`src/hw/rtl/led_ring_bargraph_renderer_macros.svh`:
```
// ---------------------------------------------------------------------------
// LED ring bar-graph renderer assertion macros
// Concurrent assertion wrappers clocked by clk_i and disabled during reset.
// ---------------------------------------------------------------------------
`ifndef LED_RING_BARGRAPH_RENDERER_MACROS_SVH
`define LED_RING_BARGRAPH_RENDERER_MACROS_SVH

`ifndef SYNTH
`define LRB_ASSERT(lbl, prop, msg) \
  lbl: assert property (@(posedge clk_i) disable iff (!rst_ni) prop) else $error(msg);
`define LRB_ASSERT_NEXT(lbl, pre, post, msg) \
  lbl: assert property (@(posedge clk_i) disable iff (!rst_ni) (pre) |=> (post)) else $error(msg);
`else
`define LRB_ASSERT(lbl, prop, msg)
`define LRB_ASSERT_NEXT(lbl, pre, post, msg)
`endif

`endif

```
`src/hw/rtl/lrb_pkg.sv`:
```
// ---------------------------------------------------------------------------
// LED ring bar-graph renderer package
// Shared constants, mode codes and the records passed between the stages.
// ---------------------------------------------------------------------------
`default_nettype none

package lrb_pkg;

  localparam int unsigned LedsPerRing = 16;
  localparam int unsigned PixW        = $clog2(LedsPerRing);
  localparam int unsigned FullLevel   = 255;
  localparam int unsigned PctMax      = 100;
  localparam int unsigned Recip100    = 5243;
  localparam int unsigned RecipShift  = 19;
  localparam int unsigned PctW        = 7;
  localparam int unsigned ProdW       = 15;
  localparam int unsigned ScaledW     = ProdW + 13;

  localparam logic [PixW-1:0] LastPixel = PixW'(LedsPerRing - 1);

  localparam logic [0:0] RegBrightnessPercent = 1'b0;

  typedef enum logic [2:0] {
    OpSmoothBar   = 3'd0,
    OpCountFill   = 3'd1,
    OpDirectional = 3'd2,
    OpSweep       = 3'd3,
    OpBidir       = 3'd4
  } op_e;

  typedef struct packed {
    logic [2:0]       ring_idx;
    op_e              op;
    logic [4:0]       count;
    logic             right_to_left;
    logic [4:0]       full_n;
    logic [ProdW-1:0] part_prod;
    logic [ProdW-1:0] full_prod;
  } item_t;

  typedef struct packed {
    logic [7:0] brightness;
    logic [3:0] row;
    logic [3:0] column;
  } pixel_t;

endpackage

`default_nettype wire

```
`src/hw/rtl/lrb_cfg.sv`:
```
// ---------------------------------------------------------------------------
// LED ring bar-graph renderer register port
// APB-style access to the brightness percent register.
// ---------------------------------------------------------------------------
`default_nettype none

module lrb_cfg (
  input  wire logic                      clk_i,
  input  wire logic                      rst_ni,
  input  wire logic                      psel,
  input  wire logic                      penable,
  input  wire logic                      pwrite,
  input  wire logic [2:0]                paddr,
  input  wire logic [31:0]               pwdata,
  output logic      [31:0]               prdata,
  output logic                           pready,
  output logic      [lrb_pkg::PctW-1:0]  pct_o
);

  logic [lrb_pkg::PctW-1:0] pct_q, pct_d;
  logic                     hit;

  assign pready = 1'b1;
  assign hit    = (paddr[2] == lrb_pkg::RegBrightnessPercent);

  always_comb begin
    pct_d = pct_q;
    if (psel && penable && pwrite && hit) begin
      pct_d = pwdata[lrb_pkg::PctW-1:0];
    end
  end

  always_ff @(posedge clk_i or negedge rst_ni) begin
    if (!rst_ni) begin
      pct_q <= lrb_pkg::PctW'(lrb_pkg::PctMax);
    end else begin
      pct_q <= pct_d;
    end
  end

  assign prdata = hit ? {{(32 - lrb_pkg::PctW){1'b0}}, pct_q} : 32'd0;
  assign pct_o  = pct_q;

endmodule

`default_nettype wire

```
`src/hw/rtl/lrb_prep.sv`:
```
// ---------------------------------------------------------------------------
// LED ring bar-graph renderer request decode
// Checks the request and splits the fill level into whole LEDs and a rest.
// ---------------------------------------------------------------------------
`default_nettype none

module lrb_prep (
  input  wire logic [2:0]               ring_i,
  input  wire logic [2:0]               op_i,
  input  wire logic [7:0]               level_i,
  input  wire logic [4:0]               count_i,
  input  wire logic                     right_to_left_i,
  input  wire logic [lrb_pkg::PctW-1:0] pct_i,
  output logic                          valid_o,
  output lrb_pkg::item_t                item_o
);

  logic [11:0]                 scaled;
  logic [3:0]                  q0;
  logic [8:0]                  sum;
  logic [4:0]                  full_n;
  logic [7:0]                  rem;
  logic [lrb_pkg::PctW-1:0]    pct;
  logic [lrb_pkg::ProdW-1:0]   pct_w;

  // Dividing by 255: x = 256*q0 + r0 = 255*q0 + (q0 + r0), one correction.
  always_comb begin
    scaled = (op_i == lrb_pkg::OpBidir) ? {1'b0, level_i, 3'b000} : {level_i, 4'b0000};
    q0     = scaled[11:8];
    sum    = {1'b0, scaled[7:0]} + {5'd0, q0};
    if (sum >= 9'(lrb_pkg::FullLevel)) begin
      full_n = {1'b0, q0} + 5'd1;
      rem    = 8'(sum - 9'(lrb_pkg::FullLevel));
    end else begin
      full_n = {1'b0, q0};
      rem    = sum[7:0];
    end
  end

  assign pct   = (pct_i > lrb_pkg::PctW'(lrb_pkg::PctMax)) ?
                 lrb_pkg::PctW'(lrb_pkg::PctMax) : pct_i;
  assign pct_w = lrb_pkg::ProdW'(pct);

  assign valid_o = (ring_i >= 3'd1) && (ring_i <= 3'd5) && (op_i <= 3'(lrb_pkg::OpBidir));

  always_comb begin
    item_o               = '0;
    item_o.ring_idx      = ring_i - 3'd1;
    item_o.op            = lrb_pkg::op_e'(op_i);
    item_o.count         = (count_i > 5'(lrb_pkg::LedsPerRing)) ?
                           5'(lrb_pkg::LedsPerRing) : count_i;
    item_o.right_to_left = right_to_left_i;
    item_o.full_n        = full_n;
    item_o.part_prod     = lrb_pkg::ProdW'(rem) * pct_w;
    item_o.full_prod     = (pct_w << 8) - pct_w;
  end

endmodule

`default_nettype wire

```
`src/hw/rtl/lrb_pixel.sv`:
```
// ---------------------------------------------------------------------------
// LED ring bar-graph renderer pixel logic
// Works out column, row and brightness of one LED of the current request.
// ---------------------------------------------------------------------------
`default_nettype none

module lrb_pixel (
  input  wire lrb_pkg::item_t           item_i,
  input  wire logic [lrb_pkg::PixW-1:0] idx_i,
  output lrb_pkg::pixel_t               pixel_o
);

  logic [lrb_pkg::ScaledW-1:0] full_sc, part_sc;
  logic [7:0]                  full_b, part_b, b;
  logic [3:0]                  pos;
  logic                        dir;
  logic [2:0]                  low;

  // Division by 100 through a reciprocal; exact for products up to 25500.
  assign full_sc = lrb_pkg::ScaledW'(item_i.full_prod) * lrb_pkg::ScaledW'(lrb_pkg::Recip100);
  assign part_sc = lrb_pkg::ScaledW'(item_i.part_prod) * lrb_pkg::ScaledW'(lrb_pkg::Recip100);
  assign full_b  = full_sc[lrb_pkg::RecipShift +: 8];
  assign part_b  = part_sc[lrb_pkg::RecipShift +: 8];

  always_comb begin
    dir = 1'b0;
    pos = idx_i;
    b   = 8'd0;
    unique case (item_i.op)
      lrb_pkg::OpSmoothBar: begin
        pos = idx_i;
      end
      lrb_pkg::OpCountFill: begin
        dir = item_i.right_to_left;
      end
      lrb_pkg::OpDirectional: begin
        dir = item_i.right_to_left;
      end
      lrb_pkg::OpSweep: begin
        dir = item_i.right_to_left;
        pos = idx_i[3] ? (4'd15 - idx_i) : (idx_i + 4'd8);
      end
      lrb_pkg::OpBidir: begin
        pos = idx_i[3] ? (4'd15 - idx_i) : idx_i;
      end
      default: begin
        pos = idx_i;
      end
    endcase

    if (item_i.op == lrb_pkg::OpCountFill) begin
      b = ({1'b0, idx_i} < item_i.count) ? full_b : 8'd0;
    end else if ({1'b0, pos} < item_i.full_n) begin
      b = full_b;
    end else if ({1'b0, pos} == item_i.full_n) begin
      b = part_b;
    end else begin
      b = 8'd0;
    end
  end

  always_comb begin
    low                = dir ? ~idx_i[2:0] : idx_i[2:0];
    pixel_o.brightness = b;
    if (item_i.ring_idx < 3'd4) begin
      pixel_o.row = {item_i.ring_idx, 1'b0} + {3'd0, idx_i[3]};
      if ((item_i.op == lrb_pkg::OpSweep) && idx_i[3]) begin
        pixel_o.column = {1'b0, dir ? idx_i[2:0] : ~idx_i[2:0]};
      end else begin
        pixel_o.column = {1'b0, low};
      end
    end else begin
      pixel_o.row    = idx_i[3] ? 4'd0 : 4'd8;
      pixel_o.column = {idx_i[3], low};
    end
  end

endmodule

`default_nettype wire

```
`src/hw/rtl/led_ring_bargraph_renderer.sv`:
```
// ---------------------------------------------------------------------------
// LED ring bar-graph renderer
// Turns one ring request into sixteen pixel writes, with fractional fade in all modes but count fill.
// ---------------------------------------------------------------------------
//  channel   direction  tdata / tuser / tlast
//  s_axis    in         ring, level, led_count, right_to_left / operation / -
//  m_axis    out        column, row, brightness / - / last_pixel
//  apb       in/out     brightness_percent at address 0
//
// A valid request yields sixteen pixel writes, one per cycle while the output does
// not stall, set by the pixel counter that walks the held request.  The next request is
// taken in the cycle its predecessor's last pixel enters the output register, so
// requests run back to back.  A request with a bad ring or mode is taken and yields
// nothing.  Output stalls hold the counter.  Reset empties both stages and sets the
// brightness to 100 percent.
// ---------------------------------------------------------------------------
`default_nettype none

module led_ring_bargraph_renderer (
  input  wire logic        clk_i,
  input  wire logic        rst_ni,
  input  wire logic        s_axis_tvalid,
  output logic             s_axis_tready,
  // [2:0] ring_number, [10:3] level, [15:11] led_count, [16] right_to_left
  input  wire logic [23:0] s_axis_tdata,
  // [2:0] operation
  input  wire logic [2:0]  s_axis_tuser,
  output logic             m_axis_tvalid,
  input  wire logic        m_axis_tready,
  // [3:0] column, [7:4] row, [15:8] brightness
  output logic      [15:0] m_axis_tdata,
  output logic             m_axis_tlast,
  input  wire logic        psel,
  input  wire logic        penable,
  input  wire logic        pwrite,
  input  wire logic [2:0]  paddr,
  input  wire logic [31:0] pwdata,
  output logic      [31:0] prdata,
  output logic             pready
);

`include "led_ring_bargraph_renderer_macros.svh"

  logic [lrb_pkg::PctW-1:0] pct;
  logic                     prep_valid;
  lrb_pkg::item_t           prep_item;
  lrb_pkg::pixel_t          pixel;

  logic                     busy_q, busy_d;
  lrb_pkg::item_t           item_q, item_d;
  logic [lrb_pkg::PixW-1:0] idx_q, idx_d;
  logic                     out_valid_q, out_valid_d;
  lrb_pkg::pixel_t          out_q, out_d;
  logic                     out_last_q, out_last_d;
  logic                     adv, accept, at_last;

  lrb_cfg u_cfg (
    .clk_i   (clk_i),
    .rst_ni  (rst_ni),
    .psel    (psel),
    .penable (penable),
    .pwrite  (pwrite),
    .paddr   (paddr),
    .pwdata  (pwdata),
    .prdata  (prdata),
    .pready  (pready),
    .pct_o   (pct)
  );

  lrb_prep u_prep (
    .ring_i          (s_axis_tdata[2:0]),
    .op_i            (s_axis_tuser),
    .level_i         (s_axis_tdata[10:3]),
    .count_i         (s_axis_tdata[15:11]),
    .right_to_left_i (s_axis_tdata[16]),
    .pct_i           (pct),
    .valid_o         (prep_valid),
    .item_o          (prep_item)
  );

  lrb_pixel u_pixel (
    .item_i  (item_q),
    .idx_i   (idx_q),
    .pixel_o (pixel)
  );

  assign adv           = !out_valid_q || m_axis_tready;
  assign at_last       = (idx_q == lrb_pkg::LastPixel);
  assign s_axis_tready = !busy_q || (at_last && adv);
  assign accept        = s_axis_tvalid && s_axis_tready;

  always_comb begin
    busy_d      = busy_q;
    item_d      = item_q;
    idx_d       = idx_q;
    out_valid_d = out_valid_q;
    out_d       = out_q;
    out_last_d  = out_last_q;
    if (busy_q && adv) begin
      idx_d = idx_q + 1'b1;
      if (at_last) begin
        busy_d = 1'b0;
      end
    end
    if (accept) begin
      busy_d = prep_valid;
      item_d = prep_item;
      idx_d  = '0;
    end
    if (adv) begin
      out_valid_d = busy_q;
      out_d       = pixel;
      out_last_d  = at_last;
    end
  end

  always_ff @(posedge clk_i or negedge rst_ni) begin
    if (!rst_ni) begin
      busy_q      <= 1'b0;
      idx_q       <= '0;
      out_valid_q <= 1'b0;
    end else begin
      busy_q      <= busy_d;
      idx_q       <= idx_d;
      out_valid_q <= out_valid_d;
    end
  end

  always_ff @(posedge clk_i) begin
    item_q     <= item_d;
    out_q      <= out_d;
    out_last_q <= out_last_d;
  end

  assign m_axis_tvalid = out_valid_q;
  assign m_axis_tdata  = {out_q.brightness, out_q.row, out_q.column};
  assign m_axis_tlast  = out_last_q;

  `LRB_ASSERT(a_accept_at_end, busy_q && s_axis_tready |-> at_last, "request taken mid-burst")
  `LRB_ASSERT_NEXT(a_burst_continues, m_axis_tvalid && m_axis_tready && !m_axis_tlast, m_axis_tvalid, "pixel burst broke off before its last write")
  `LRB_ASSERT(a_held_item_ok, busy_q |-> (item_q.ring_idx <= 3'd4) && (item_q.op <= lrb_pkg::OpBidir), "held request has a bad ring or mode")

endmodule

`default_nettype wire

```
`config.mk`:
```
export PLATFORM = sky130hd
export DESIGN_NAME = led_ring_bargraph_renderer
export DESIGN_NICKNAME = d
export VERILOG_FILES = /design/src/hw/rtl/lrb_pkg.sv /design/src/hw/rtl/lrb_cfg.sv /design/src/hw/rtl/lrb_prep.sv /design/src/hw/rtl/lrb_pixel.sv /design/src/hw/rtl/led_ring_bargraph_renderer.sv
export VERILOG_INCLUDE_DIRS = /design/src /design/src/hw/rtl
export SDC_FILE = /design/constraint.sdc
export NUM_CORES = 1
export LEC_CHECK = 0
export ABC_AREA = 0
export BUFFER_PORTS_ARGS = -buffer_cell sky130_fd_sc_hd__buf_2
export CAP_MARGIN = 10
export CORE_MARGIN = 4
export CORE_UTILIZATION = 40
export DETAILED_ROUTE_END_ITERATION = 6
export MAX_ROUTING_LAYER = met4
export PLACE_DENSITY_LB_ADDON = 0.05
export SETUP_SLACK_MARGIN = 0.4
export SLEW_MARGIN = 15
export SYNTH_ARGS = -nofsm -noshare
export SYNTH_HDL_FRONTEND = slang
export SYNTH_HIERARCHICAL = 1
export SYNTH_SLANG_ARGS = --single-unit
export TNS_END_PERCENT = 20
```
`constraint.sdc`:
```
create_clock -name clk_i -period 7 [get_ports clk_i]
set_input_delay 1.75 -clock clk_i [delete_from_list [all_inputs] [get_ports clk_i]]
set_output_delay 1.75 -clock clk_i [all_outputs]
set_load 0.03 [all_outputs]
```
==> impl_metrics.env, run 1 <==
export IMPL_dieArea_um2=35000
export IMPL_hold_end="m_axis_tdata[6]$_DFFE_PN_"
export IMPL_critPathRequiredTime_ps=7100
export IMPL_synthArstFlopShare_pct=16.9
export IMPL_status="finished, final reports clean"
export IMPL_fmax_mhz=153
export IMPL_final_cell_mix="inv_1 (303), ha_1 (239), fa_1 (165)"
export IMPL_syn_inst=1271
export IMPL_clock_path_buffers=2
export IMPL_final_util_pct=44.5
export IMPL_hold_path_cell_count=1
export IMPL_critPathLaunch="s_axis_tuser[1]"
export IMPL_worstSetupEndpointType="flip-flop"
export IMPL_grt_pass1_vias=8912
export IMPL_synth_area_um2=12800
export IMPL_hold_start="item_q[45]$_DFFE_PP_"
export IMPL_fin_worst_skew_ps=10.3
export IMPL_worstHoldPathType="flip-flop to flip-flop"
export IMPL_rsz0062_at_grt="true"
export IMPL_finalCriticalPeriod_ps=6530
export IMPL_syn_avg_cell_area_um2=10.1
export IMPL_tightest_slew_ps=883
export IMPL_root_buffer="clkbuf_16"
export IMPL_cp_start_kind="input pin"
export IMPL_start_util_pct=40.6
export IMPL_ys_seq_elements=77
export IMPL_drv_cap=0
export IMPL_die_y_um=187
export IMPL_yosysSeqAreaShare_pct=17.5
export IMPL_final_common_cell="inv_1"
export IMPL_path_max_fanout=5
export IMPL_nNetsFinal=1822
export IMPL_gp_congestion=0.860
export IMPL_clock_latency_ps=360
export IMPL_layout_worst_path_cycle_share_pct=93.2
export IMPL_ios=121
export IMPL_timing_rr_end="m_axis_tdata[15]$_DFFE_PN_"
export IMPL_chipWidth_um=187
export IMPL_crit_chain="buf_4 -> or3b_4 -> nand2_2 -> nand2_2 -> ha_4 -> and2_4 -> o2111a_2 -> and3_4 -> or3_4 -> fa_1 -> fa_1 -> inv_2 -> fa_1 -> fa_1 -> ha_4 -> a21o_1 -> a31o_4 -> o21ai_2 -> mux2i_1 -> nand2_1"
export IMPL_grt_antenna_before_repair=0
export IMPL_r2r_cells=20
export IMPL_row_count=65
export IMPL_grt_max_degree=48
export IMPL_synth_edf_count=64
export IMPL_busiest_layer="met2"
export IMPL_slew_headroom_pct=40.8
export IMPL_arrival_ps=6630
export IMPL_max_stage_delay_ps=530
export IMPL_grt_use_met2_pct=24.6
export IMPL_drt_iter0_markers=344
export IMPL_wl_per_cell_um=14.8
export IMPL_synthDistinctLibCells=82
export IMPL_postRouteAntennaNets=0
export IMPL_cts_htree_levels=3
export IMPL_crit_slowest_cell="fa_1"
export IMPL_grtUsageMet3_pct=2.46
export IMPL_crit_type="input pin to flip-flop"
export IMPL_first_pass_iters=5
export IMPL_portBuffers=60
export IMPL_clk_pin_slew_ps=70
export IMPL_yosys_warnings=6
export IMPL_vias=8418
export IMPL_totalWireLength_um=25900
export IMPL_r2r_slack_ps=1330
export IMPL_cts_buffers=9
export IMPL_r2r_start="item_q[13]$_DFFE_PP_"
export IMPL_grt_pass1_wl_um=44800
export IMPL_coreArea_um2=31600
export IMPL_fill_cells=3085
export IMPL_hold_violations=0
export IMPL_grt_usage_pct=16.1
export IMPL_via_per_inst=4.80
export IMPL_ys_flop_type="edfxtp_1"
export IMPL_fin_tns_setup_ps=0
export IMPL_met1_usage_pct=23.4
export IMPL_crit_path_frequent_cell="fa_1"
export IMPL_clkSinkCount=77
export IMPL_drc=0
export IMPL_grt_ovfl_total=0
export IMPL_hpwl_um=22300
export IMPL_cts_tree="yes"
export IMPL_setup_viol=0
export IMPL_area_growth_pct=9.63
export IMPL_finalMaxSlewViolations=0
export IMPL_drive_gt1_share_pct=12.8
[timing repair]
| action | in CTS | in global routing |
|---|---|---|
| gates resized for setup | 0 | 27 |
| hold buffers | 0 | 0 |
| endpoints found under the setup margin | 0 | 6 |
| setup buffers | 0 | 9 |
[state kept, by name, summed over array words and instances, names as in the netlist]
signal / count
u_cfg/pct_o: 7
m_axis_tdata: 16
m_axis_tlast: 1
busy_q: 1
item_q: 47
m_axis_tvalid: 1
idx_q: 4
[how the worst max path moves through the flow]
stage | cells after the start | to | slack [ps]
finish | 20 | item_q[26]$_DFFE_PP_ | 470
CTS | 20 | item_q[26]$_DFFE_PP_ | 440
floorplan | 21 | item_q[26]$_DFFE_PP_ | 140
global route | 18 | item_q[26]$_DFFE_PP_ | 340
global placement | 20 | item_q[26]$_DFFE_PP_ | 40
detailed placement | 20 | item_q[26]$_DFFE_PP_ | 60
[final cells by class]
class | count | area [um^2] | share of cell area (%)
antenna | 1 | 2.50 | 0.0178
clock buffer | 9 | 225 | 1.60
clock inverter | 7 | 92.6 | 0.658
inverter | 305 | 1140 | 8.13
multi-input combinational | 864 | 9350 | 66.4
sequential | 77 | 2250 | 16.0
tap | 402 | 503 | 3.57
timing repair buffer | 88 | 517 | 3.67
[cell usage after synthesis (all sizes together) (10+ instances only)]
cell	count	area (um^2)
fa	165	3300
a211oi	10	80.1
edfxtp	64	1920
a21o	16	120
nor3b	12	106
nand4	13	81.3
nand2	57	214
xnor2	28	253
ha	243	3040
inv	304	1140
nand3	16	85.1
o21ai	30	150
buf	35	258
a21oi	32	160
nor3	15	75.1
xor2	17	156
nor2b	16	100
dfrtp	10	250
nor2	56	210
clkbuf	14	52.6
[layer usage]
layer	routed length, um	vias up
li1	-	4244
met1	13600	4056
met2	11400	107
met3	802	11
met4	135	0
met5	0	-
[per-stage QoR]
stage	instance area [um^2]	instances	worst slack [ps]	hold slack, ps
final	14100	1753	473	554
after global routing	14100	1752	339	578
after CTS	13900	1743	444	546
after detailed placement	13600	1727	58.3	551
after global placement	13600	1727	44.5	517
after floorplan	13000	1295	139	493
[critical path, delay by kind of cell]
family          cells  cell delay [ps]
buf+inv             2              170
compound gates      4              730
simple gates        7             1260
mux                 1              200
fa+ha+maj           6             2490
[cell families after synthesis]
family                   share of synthesized area (%)
other                                           0.0877
adder cells (fa/ha/maj)                           49.4
flip-flops                                        17.5
buffers and inverters                             11.3
XOR/XNOR                                          3.19
AND/OR/NAND/NOR                                   9.56
AO/OA/AOI/OAI                                     7.99
multiplexers                                     0.935
Power of run 1 is not shown: default switching activity piles up to over one toggle a cycle in this logic, so the estimate is an artifact.
==> run 2: changes to the inputs <==
==> constraint.sdc (replaced) <==
create_clock -name clk_i -period 8.43 [get_ports clk_i]
set_input_delay 2.1075 -clock clk_i [delete_from_list [all_inputs] [get_ports clk_i]]
set_output_delay 2.1075 -clock clk_i [all_outputs]
set_load 0.03 [all_outputs]
==> run 2 against run 1 <==
Register-to-register slack better by 1400 ps. Final cell count down 1.4%. Via count fell by 0.59%. Largest cell class unchanged. Clock-buffer cell count unchanged. First-iteration DRC count increased by 4.9%. Flip-flop and latch count did not move. Critical path type unchanged. Critical path depth did not move. Core utilization fell by 1.1 points. Global-route usage shrank 0.26 points. Critical endpoint is now item_q[28]$_DFFE_PP_. Clock skew increased by 0.72 ps.
==> impl_metrics.env, run 2 (same netlist as run 1, synthesis figures left out) <==
export IMPL_status="finished, final reports clean"
export IMPL_busiest_layer="met2"
export IMPL_final_cell_mix="inv_1 (304), ha_1 (243), fa_1 (165)"
export IMPL_cts_htree_levels=3
export IMPL_crit_type="input pin to flip-flop"
export IMPL_clock_path_buffers=2
export IMPL_dieArea_um2=35000
export IMPL_drv_cap=0
export IMPL_arrival_ps=7500
export IMPL_multi_input_area_um2=9230
export IMPL_fin_worst_skew_ps=11.0
export IMPL_hold_violations=0
export IMPL_drc=0
export IMPL_postCtsSetupBuffers=0
export IMPL_start_util_pct=40.6
export IMPL_drive_gt1_share_pct=9.42
export IMPL_grt_pass1_vias=8750
export IMPL_clk_pin_slew_ps=70
export IMPL_final_common_cell="inv_1"
export IMPL_via_per_inst=4.84
export IMPL_row_count=65
export IMPL_largest_register_ffs=47
export IMPL_coreArea_um2=31600
export IMPL_finalMaxSlewViolations=0
export IMPL_cts_hold_buf=0
export IMPL_wl_per_cell_um=14.8
export IMPL_clock_latency_ps=350
export IMPL_met1_usage_pct=23.2
export IMPL_cp_start_kind="input pin"
export IMPL_die_y_um=187
export IMPL_totalWireLength_um=25700
export IMPL_layout_worst_path_cycle_share_pct=88.0
export IMPL_worstHoldPathType="flip-flop to flip-flop"
export IMPL_grt_antenna_before_repair=0
export IMPL_fmax_mhz=135
export IMPL_seqCellArea_um2=2250
export IMPL_critPathRequiredTime_ps=8520
export IMPL_grt_pass1_wl_um=44200
export IMPL_grtUsageMet3_pct=2.24
export IMPL_path_max_fanout=12
export IMPL_portBuffers=60
export IMPL_grt_usage_pct=15.8
export IMPL_grt_use_met2_pct=23.9
export IMPL_ctsResizeCount=0
export IMPL_hpwl_um=22100
export IMPL_first_pass_iters=5
export IMPL_cts_buffers=9
export IMPL_cts_tree="yes"
export IMPL_grt_ovfl_total=0
export IMPL_chipWidth_um=187
export IMPL_fill_cells=3077
export IMPL_clkSinkCount=77
export IMPL_postRouteAntennaNets=0
export IMPL_tightest_slew_ps=837
export IMPL_grt_max_degree=48
export IMPL_area_growth_pct=7.03
export IMPL_root_buffer="clkbuf_16"
export IMPL_worstSetupEndpointType="flip-flop"
export IMPL_fin_tns_setup_ps=0
export IMPL_antenna_cells=0
export IMPL_setup_viol=0
export IMPL_vias=8368
export IMPL_nNetsFinal=1799
export IMPL_drt_iter0_markers=361
export IMPL_rsz0062_at_grt="false"
export IMPL_slew_headroom_pct=43.8
export IMPL_finalCriticalPeriod_ps=7420
export IMPL_regMostFlops="item_q"
export IMPL_ios=121
export IMPL_gp_congestion=0.837
## run 2: worst paths after layout
path / from / endpoint / slack, ps / cells after the start
hold / removal: item_q[44]$_DFFE_PP_ / m_axis_tdata[5]$_DFFE_PN_ / 550 / 1
setup / recovery: s_axis_tuser[0] / item_q[28]$_DFFE_PP_ / 1010 / 20
setup reg to reg: item_q[14]$_DFFE_PP_ / m_axis_tdata[15]$_DFFE_PN_ / 2700 / 20
max in group asynchronous: rst_ni / u_cfg/pct_o[6]$_DFFE_PN1P_ / 6460 / 1
hold reg to reg: item_q[44]$_DFFE_PP_ / m_axis_tdata[5]$_DFFE_PN_ / 550 / 1
min in group asynchronous: rst_ni / idx_q[3]$_DFFE_PN0P_ / 1660 / 1
## run 2: cell type report
| cell class | instances | share of cell area [%] |
|---|---|---|
| tap | 402 | 3.66 |
| multi-input combinational | 864 | 67.1 |
| sequential | 77 | 16.4 |
| clock buffer | 9 | 1.64 |
| clock inverter | 7 | 0.410 |
| inverter | 305 | 8.33 |
| timing repair buffer | 65 | 2.46 |
## run 2: layer usage
layer | part of all wire, % | up-vias
met1 | 53 | 4047
met2 | 43 | 115
met5 | 0 | -
met4 | 1.0 | 0
met3 | 3.2 | 16
li1 | - | 4190
## run 2: stage by stage
stage / cell area, um^2 / cells / utilization [%] / hold slack, ps / setup slack [ps]
floorplan: 12900 / 1295 / - / 493 / 1030
global placement: 13500 / 1713 / 42.6 / 513 / 669
detailed placement: 13500 / 1713 / 42.6 / 531 / 669
CTS: 13700 / 1729 / 43.5 / 544 / 1030
global route: 13700 / 1729 / 43.5 / 604 / 753
finish: 13700 / 1729 / 43.5 / 551 / 1010
## run 2: worst max-delay path, cell delays in order
cell and delay (ps):
buf_2 130, or3b_1 560, nand2_1 130, nand2_1 60, ha_1 310, and2_1 190
o2111a_1 160, and3_1 280, or3_1 350, fa_1 460, fa_1 500, inv_1 50
fa_1 490, fa_1 420, ha_1 360, a21o_1 220, a31o_2 250, nor2_1 180
o21ai_0 150, xor2_1 150
Power of run 2 is left out for the same reason.
